<file path="src/hw/rtl/kts_pkg.sv">
// ----------------------------------------------------------------------------
// kts_pkg
// shared widths, codes and the interpolation term program of the sampler
// ----------------------------------------------------------------------------
package kts_pkg;

	localparam int MAX_KEYS  = 64;
	localparam int KIDX_W    = $clog2(MAX_KEYS);
	localparam int KCNT_W    = KIDX_W + 1;
	localparam int VAL_WORDS = 9 * MAX_KEYS;
	localparam int VADDR_W   = $clog2(VAL_WORDS);
	localparam int DATA_W    = 32;
	localparam int MAG_W     = DATA_W + 1;
	localparam int TN_W      = 17;
	localparam int H_W       = 20;
	localparam int COEF_W    = 34;
	localparam int PROD_W    = DATA_W + COEF_W;
	localparam int ACC_W     = PROD_W + 2;
	localparam int CFG_W     = 17;
	localparam int CFG_IDX_W = 2;

	localparam logic [TN_W-1:0] TN_ONE = TN_W'(65536);

	typedef enum logic [1:0] {
		ACT_KEY_TIME  = 2'd0,
		ACT_KEY_VALUE = 2'd1,
		ACT_SAMPLE    = 2'd2
	} action_t;

	typedef enum logic [CFG_IDX_W-1:0] {
		REG_KEY_COUNT    = 2'd0,
		REG_INTERP_MODE  = 2'd1,
		REG_BLEND_AMOUNT = 2'd2
	} reg_idx_t;

	typedef enum logic [1:0] {
		MODE_STEP   = 2'd0,
		MODE_LINEAR = 2'd1,
		MODE_CUBIC  = 2'd2,
		MODE_PASS   = 2'd3
	} mode_t;

	typedef enum logic [2:0] {
		OP_MEM = 3'd0,
		OP_A   = 3'd1,
		OP_B   = 3'd2,
		OP_S   = 3'd3,
		OP_CUR = 3'd4
	} opnd_t;

	typedef enum logic [2:0] {
		AD_P3   = 3'd0,
		AD_N3   = 3'd1,
		AD_TIN  = 3'd2,
		AD_TOUT = 3'd3,
		AD_V0   = 3'd4,
		AD_V1   = 3'd5
	} addr_t;

	typedef enum logic [3:0] {
		CF_ONE   = 4'd0,
		CF_OMT   = 4'd1,
		CF_TN    = 4'd2,
		CF_DELTA = 4'd3,
		CF_H00   = 4'd4,
		CF_H10   = 4'd5,
		CF_H01   = 4'd6,
		CF_H11   = 4'd7,
		CF_OMW   = 4'd8,
		CF_W     = 4'd9
	} coef_t;

	typedef enum logic [2:0] {
		DS_NONE = 3'd0,
		DS_A    = 3'd1,
		DS_B    = 3'd2,
		DS_S    = 3'd3,
		DS_OUT  = 3'd4
	} dest_t;

	typedef struct packed {
		opnd_t src;
		addr_t addr;
		coef_t coef;
		dest_t dest;
		logic  last;
	} term_t;

	// one product per step; a term with a destination closes its sum
	function automatic term_t term_of(mode_t mode, logic [2:0] step);
		term_t t;
		logic [2:0] nb;
		t = '{OP_CUR, AD_P3, CF_ONE, DS_NONE, 1'b0};
		nb = 3'd1;
		case (mode)
			MODE_STEP: begin
				nb = 3'd1;
				if (step == 3'd0) t = '{OP_MEM, AD_P3, CF_ONE, DS_S, 1'b0};
			end
			MODE_LINEAR: begin
				nb = 3'd2;
				if (step == 3'd0) t = '{OP_MEM, AD_P3, CF_OMT, DS_NONE, 1'b0};
				if (step == 3'd1) t = '{OP_MEM, AD_N3, CF_TN, DS_S, 1'b0};
			end
			MODE_CUBIC: begin
				nb = 3'd6;
				case (step)
					3'd0: t = '{OP_MEM, AD_TIN, CF_DELTA, DS_A, 1'b0};
					3'd1: t = '{OP_MEM, AD_TOUT, CF_DELTA, DS_B, 1'b0};
					3'd2: t = '{OP_MEM, AD_V0, CF_H00, DS_NONE, 1'b0};
					3'd3: t = '{OP_B, AD_P3, CF_H10, DS_NONE, 1'b0};
					3'd4: t = '{OP_MEM, AD_V1, CF_H01, DS_NONE, 1'b0};
					3'd5: t = '{OP_A, AD_P3, CF_H11, DS_S, 1'b0};
					default: ;
				endcase
			end
			default: begin
				nb = 3'd1;
				if (step == 3'd0) t = '{OP_CUR, AD_P3, CF_ONE, DS_S, 1'b0};
			end
		endcase
		if (step == nb) t = '{OP_CUR, AD_P3, CF_OMW, DS_NONE, 1'b0};
		if (step == nb + 3'd1) t = '{OP_S, AD_P3, CF_W, DS_OUT, 1'b1};
		return t;
	endfunction

endpackage

</file>
<file path="src/hw/rtl/kts_div.sv">
// ----------------------------------------------------------------------------
// kts_div
// restoring divider for normalised time, one quotient bit per cycle
// ----------------------------------------------------------------------------
module kts_div import kts_pkg::*; (
	input  logic             clk,
	input  logic             arst_n,
	input  logic             start,
	input  logic [MAG_W-1:0] num,
	input  logic [MAG_W-1:0] den,
	output logic             done,
	output logic [TN_W-1:0]  quo
);

	localparam int REM_W = MAG_W + 1;
	localparam int CNT_W = $clog2(TN_W + 1);

	logic             run_q;
	logic [CNT_W-1:0] cnt_q;
	logic [REM_W-1:0] rem_q;
	logic [MAG_W-1:0] den_q;
	logic [TN_W-1:0]  q_q;
	logic             ovf_q;
	logic             ge;
	logic [REM_W-1:0] diff;

	assign ge   = rem_q >= {1'b0, den_q};
	assign diff = ge ? rem_q - {1'b0, den_q} : rem_q;
	assign done = run_q && (cnt_q == '0);
	assign quo  = (ovf_q || (q_q > TN_ONE)) ? TN_ONE : q_q;

	always_ff @(posedge clk or negedge arst_n) begin
		if (!arst_n) begin
			run_q <= 1'b0;
			cnt_q <= '0;
		end else if (start) begin
			run_q <= 1'b1;
			cnt_q <= CNT_W'(TN_W);
		end else if (run_q) begin
			if (cnt_q == '0) run_q <= 1'b0;
			else cnt_q <= cnt_q - 1'b1;
		end
	end

	always_ff @(posedge clk) begin
		if (start) begin
			rem_q <= {1'b0, num};
			den_q <= den;
			q_q   <= '0;
			// quotient of two or more cannot fit, result clamps to one
			ovf_q <= {1'b0, num} >= {den, 1'b0};
		end else if (run_q && (cnt_q != '0)) begin
			rem_q <= {diff[REM_W-2:0], 1'b0};
			q_q   <= {q_q[TN_W-2:0], ge};
		end
	end

endmodule

</file>
<file path="config.mk">
export PLATFORM = sky130hd
export DESIGN_NAME = kts_div
export DESIGN_NICKNAME = d
export VERILOG_FILES = /design/src/hw/rtl/kts_pkg.sv /design/src/hw/rtl/kts_div.sv
export SDC_FILE = /design/constraint.sdc
export NUM_CORES = 1
export LEC_CHECK = 0
export BUFFER_PORTS_ARGS = -buffer_cell sky130_fd_sc_hd__buf_2
export CAP_MARGIN = 20
export CORE_MARGIN = 10
export CORE_UTILIZATION = 40
export DETAILED_ROUTE_END_ITERATION = 8
export REMOVE_ABC_BUFFERS = 1
export SYNTH_ARGS = -nofsm -noshare
export SYNTH_HDL_FRONTEND = slang
export SYNTH_SLANG_ARGS = --single-unit
</file>
<file path="constraint.sdc">
create_clock -name clk -period 5.2 [get_ports clk]
set_input_delay 0.78 -clock clk [delete_from_list [all_inputs] [get_ports clk]]
set_output_delay 0.78 -clock clk [all_outputs]
set_load 0.01 [all_outputs]
</file>
==> results by group <==
Synthesis
  • FF+latch count, synth: 91
  • Synth Flop Type: edfxtp_1
  • Post-synthesis cell type count: 65
  • Syn Inst Count: roughly 760
  • Number of synthesized flops with an enable pin: 67
  • Synth Warn #: 0
  • Cell Area, Synth: 0.00673 mm²
  • Mean Syn Cell Area: 8.90 µm²
  • Seq/Total Area, Yosys: 37.5%
  • Asr flop ratio synth: 6.59%

Run
  • Maxcap violations: 0

Clock tree
  • Cts hold-fix bufs: 0
  • CTS tree: built
  • Clk root buf: clkbuf_16
  • CTS buffer count: 9
  • CTS Buffer Depth: 2
  • Postcts setup bufs: 0
  • Post-cts sizing count: 0
  • Worst skew pair latency: 0.36 ns
  • Clock Sinks: approximately 90
  • CTS H-tree lvls: 3
  • Reg clk slew, reported paths: 0.07 ns

STA
  • Worst-Margin Slew: 1.08 ns
  • RSZ-0062 raised after global routing: false
  • Slew Viols, Final: 0
  • Clock skew: 0.0104 ns
  • Fin. Hold Viols: 0
  • Setup tns final: 0 ns
  • Tmin final: 3.48 ns
  • FMAX: 287 MHz
  • Tcrit/Tclk final: about 67%
  • Rel. slew slack: 27.9%
  • Final Setup Violations: 0

Place
  • Hpwl dp: 13,000 µm
  • Routability cong.: just over 0.9
  • Placed cell count: 1,035
  • Count of input and output buffers: 86
  • Placed Area: between 0.007 and 0.008 mm²

Outcome
  • Run status: completed

Routing
  • Routed wl met3: 748 µm
  • Via density: 5.31
  • Via Count: ~5,600
  • DRC errors left: 0
  • Met2 routed WL: 7680 µm
  • Met1 WL: 8670 µm
  • DRT Pass-1 Iters: 5
  • Drt first-iter violations: 401
  • DRT antenna net count: 0
  • Avg WL per Cell: 16.5 µm
  • Final WL: 17,300 µm
  • Uppermost layer routed: met4

Global route
  • First-pass GRT wire length: 28,600 µm
  • Total track usage: 15.7%
  • Largest net degree at the start of global routing: 93
  • Gr ovfl total: 0
  • Vias in the first global route: roughly 5,600
  • Initial antenna violation count: 0

Cells and area
  • Final design utilization: 45.9%
  • Design area: 0.00759 mm²
  • P&R area growth vs syn: 12.9%
  • # diodes: 0
  • Layout cells sized above 1: between 10% and 20%
  • Non-filler cells, final: 1,052
  • Commonest cells after routing, fill and taps aside: 85 x nand2_1, 85 x a21oi_1, 85 x buf_2, 76 x inv_1
  • Fillers: roughly 1,700
  • # nets final: slightly below 1,000

Critical path
  • Worst EP required: between 5 and 6 ns
  • R2r endpoint: rem_q[3]$_DFFE_PP_
  • Arr. time, crit path: 3.56 ns
  • Critical Path Sink: rem_q[3]$_DFFE_PP_
  • R2R Setup Slk: 1.72 ns
  • Crit path max fanout: 17
  • Critical Path Start Type: flop
  • Critical Path Sink Type: flop
  • Cells on worst reg2reg path: 10
  • CP startpoint: rem_q[11]$_DFFE_PP_
  • Setup CP Type: reg2reg
  • Worst R2R Start: rem_q[11]$_DFFE_PP_

Hold path
  • Hold WC Path Type: in2async

Floorplanning
  • Die Height: 150 µm
  • Die ar.: 0.0224 mm²
  • Core ar.: roughly 0.017 mm²
  • Die width: around 150 µm
  • I/O pin total: 87
  • Initial Util: 40.7%
  • Row count: 47

Pwr
  • Pwr dens: roughly 530 mW/mm²
  • Cell leakage power: 0.00345 µW
  • Final Power: 4010 µW
  • Peak supply drop: 0.000341 V
how the worst min path moves through the flow:
stage | to | slack, ns | cells after the start
global route | run_q$_DFF_PN0_ | 0.22 | 1
floorplan | q_q[16]$_SDFFE_PP0P_ | 0.43 | 2
finish | cnt_q[4]$_DFFE_PN0P_ | 0.22 | 1
CTS | run_q$_DFF_PN0_ | 0.22 | 1
global placement | q_q[16]$_SDFFE_PP0P_ | 0.44 | 2
detailed placement | q_q[16]$_SDFFE_PP0P_ | 0.45 | 2
worst max-delay path, stage by stage, from the launching register on:
cell and delay (ns):
edfxtp_1 0.40, ha_1 0.46, nand4_1 0.20, nor4_1 0.31, o21ai_0 0.16, a31oi_1 0.30
o21a_1 0.22, o21a_1 0.50, buf_4 0.34, mux2i_1 0.21, o21ai_1 0.07
power by group:
| group | switching, µW | internal (µW) | total, µW |
|---|---|---|---|
| sequential | 110 | 1020 | 1130 |
| combinational | 1360 | 882 | 2240 |
| clock | 310 | 335 | 644 |
| total | 1780 | 2230 | 4010 |
cell usage after synthesis (all sizes together), types with 4 or more instances:
library cell	count	share of area (%)
dfxtp	18	5.4
a211oi	5	0.56
buf	4	0.39
dfrtp	6	2.2
o21a	8	0.89
a21oi	85	6.3
edfxtp	67	30
a21o	28	3.2
nor4	6	0.56
nor3	14	1.0
and2	21	2.0
nand2b	5	0.47
nand2	85	4.7
nor2b	8	0.74
nand3	19	1.4
o211ai	7	0.78
nor2	31	1.7
inv	77	4.3
xor2	10	1.3
o41ai	4	0.52
ha	67	12
a2bb2oi	27	3.6
a31oi	4	0.37
clkbuf	29	2.2
nand4	16	1.5
o21ai	30	2.3
and3	11	1.1
or3	6	0.60
xnor2	16	2.1
through the flow:
step	worst slack (ns)	hold WS, ns
after floorplan	2.10	0.431
after CTS	1.71	0.218
after global placement	1.80	0.444
after global routing	1.32	0.218
after detailed placement	1.73	0.448
final	1.72	0.225
layer usage:
| layer | vias up | GRT usage (%) |
|---|---|---|
| met5 | - | 0 |
| met4 | 0 | 4.62 |
| met2 | 116 | 24.3 |
| met3 | 16 | 3.17 |
| met1 | 2565 | 21.7 |
| li1 | 2891 | - |
final cells by class:
type | instances | area [µm²] | share of cell area, %
flip-flops and latches | 91 | 2520 | 33.2
clock buffers | 10 | 229 | 3.02
inverters | 77 | 289 | 3.81
well taps | 220 | 275 | 3.63
multi-input cells | 555 | 3740 | 49.2
repair buffers | 93 | 483 | 6.36
clock inverters | 6 | 55.1 | 0.725
sequential cells by signal (all words and copies together) (netlist names):
register and count:
ovf_q 1, run_q 1, den_q 33, q_q 17, cnt_q 5, rem_q 34
kinds of logic (layout without fill, tap and decap cells):
kind of cell,count (synthesis),after routing,synth area share (%)
flops,91,91,37.5
buf+inv,110,186,6.90
xor+xnor,26,26,3.39
compound gates,225,225,21.9
fa+ha+maj,68,68,12.8
mux,2,2,0.298
simple gates,234,234,17.2
(Power assumes the default switching activity.)
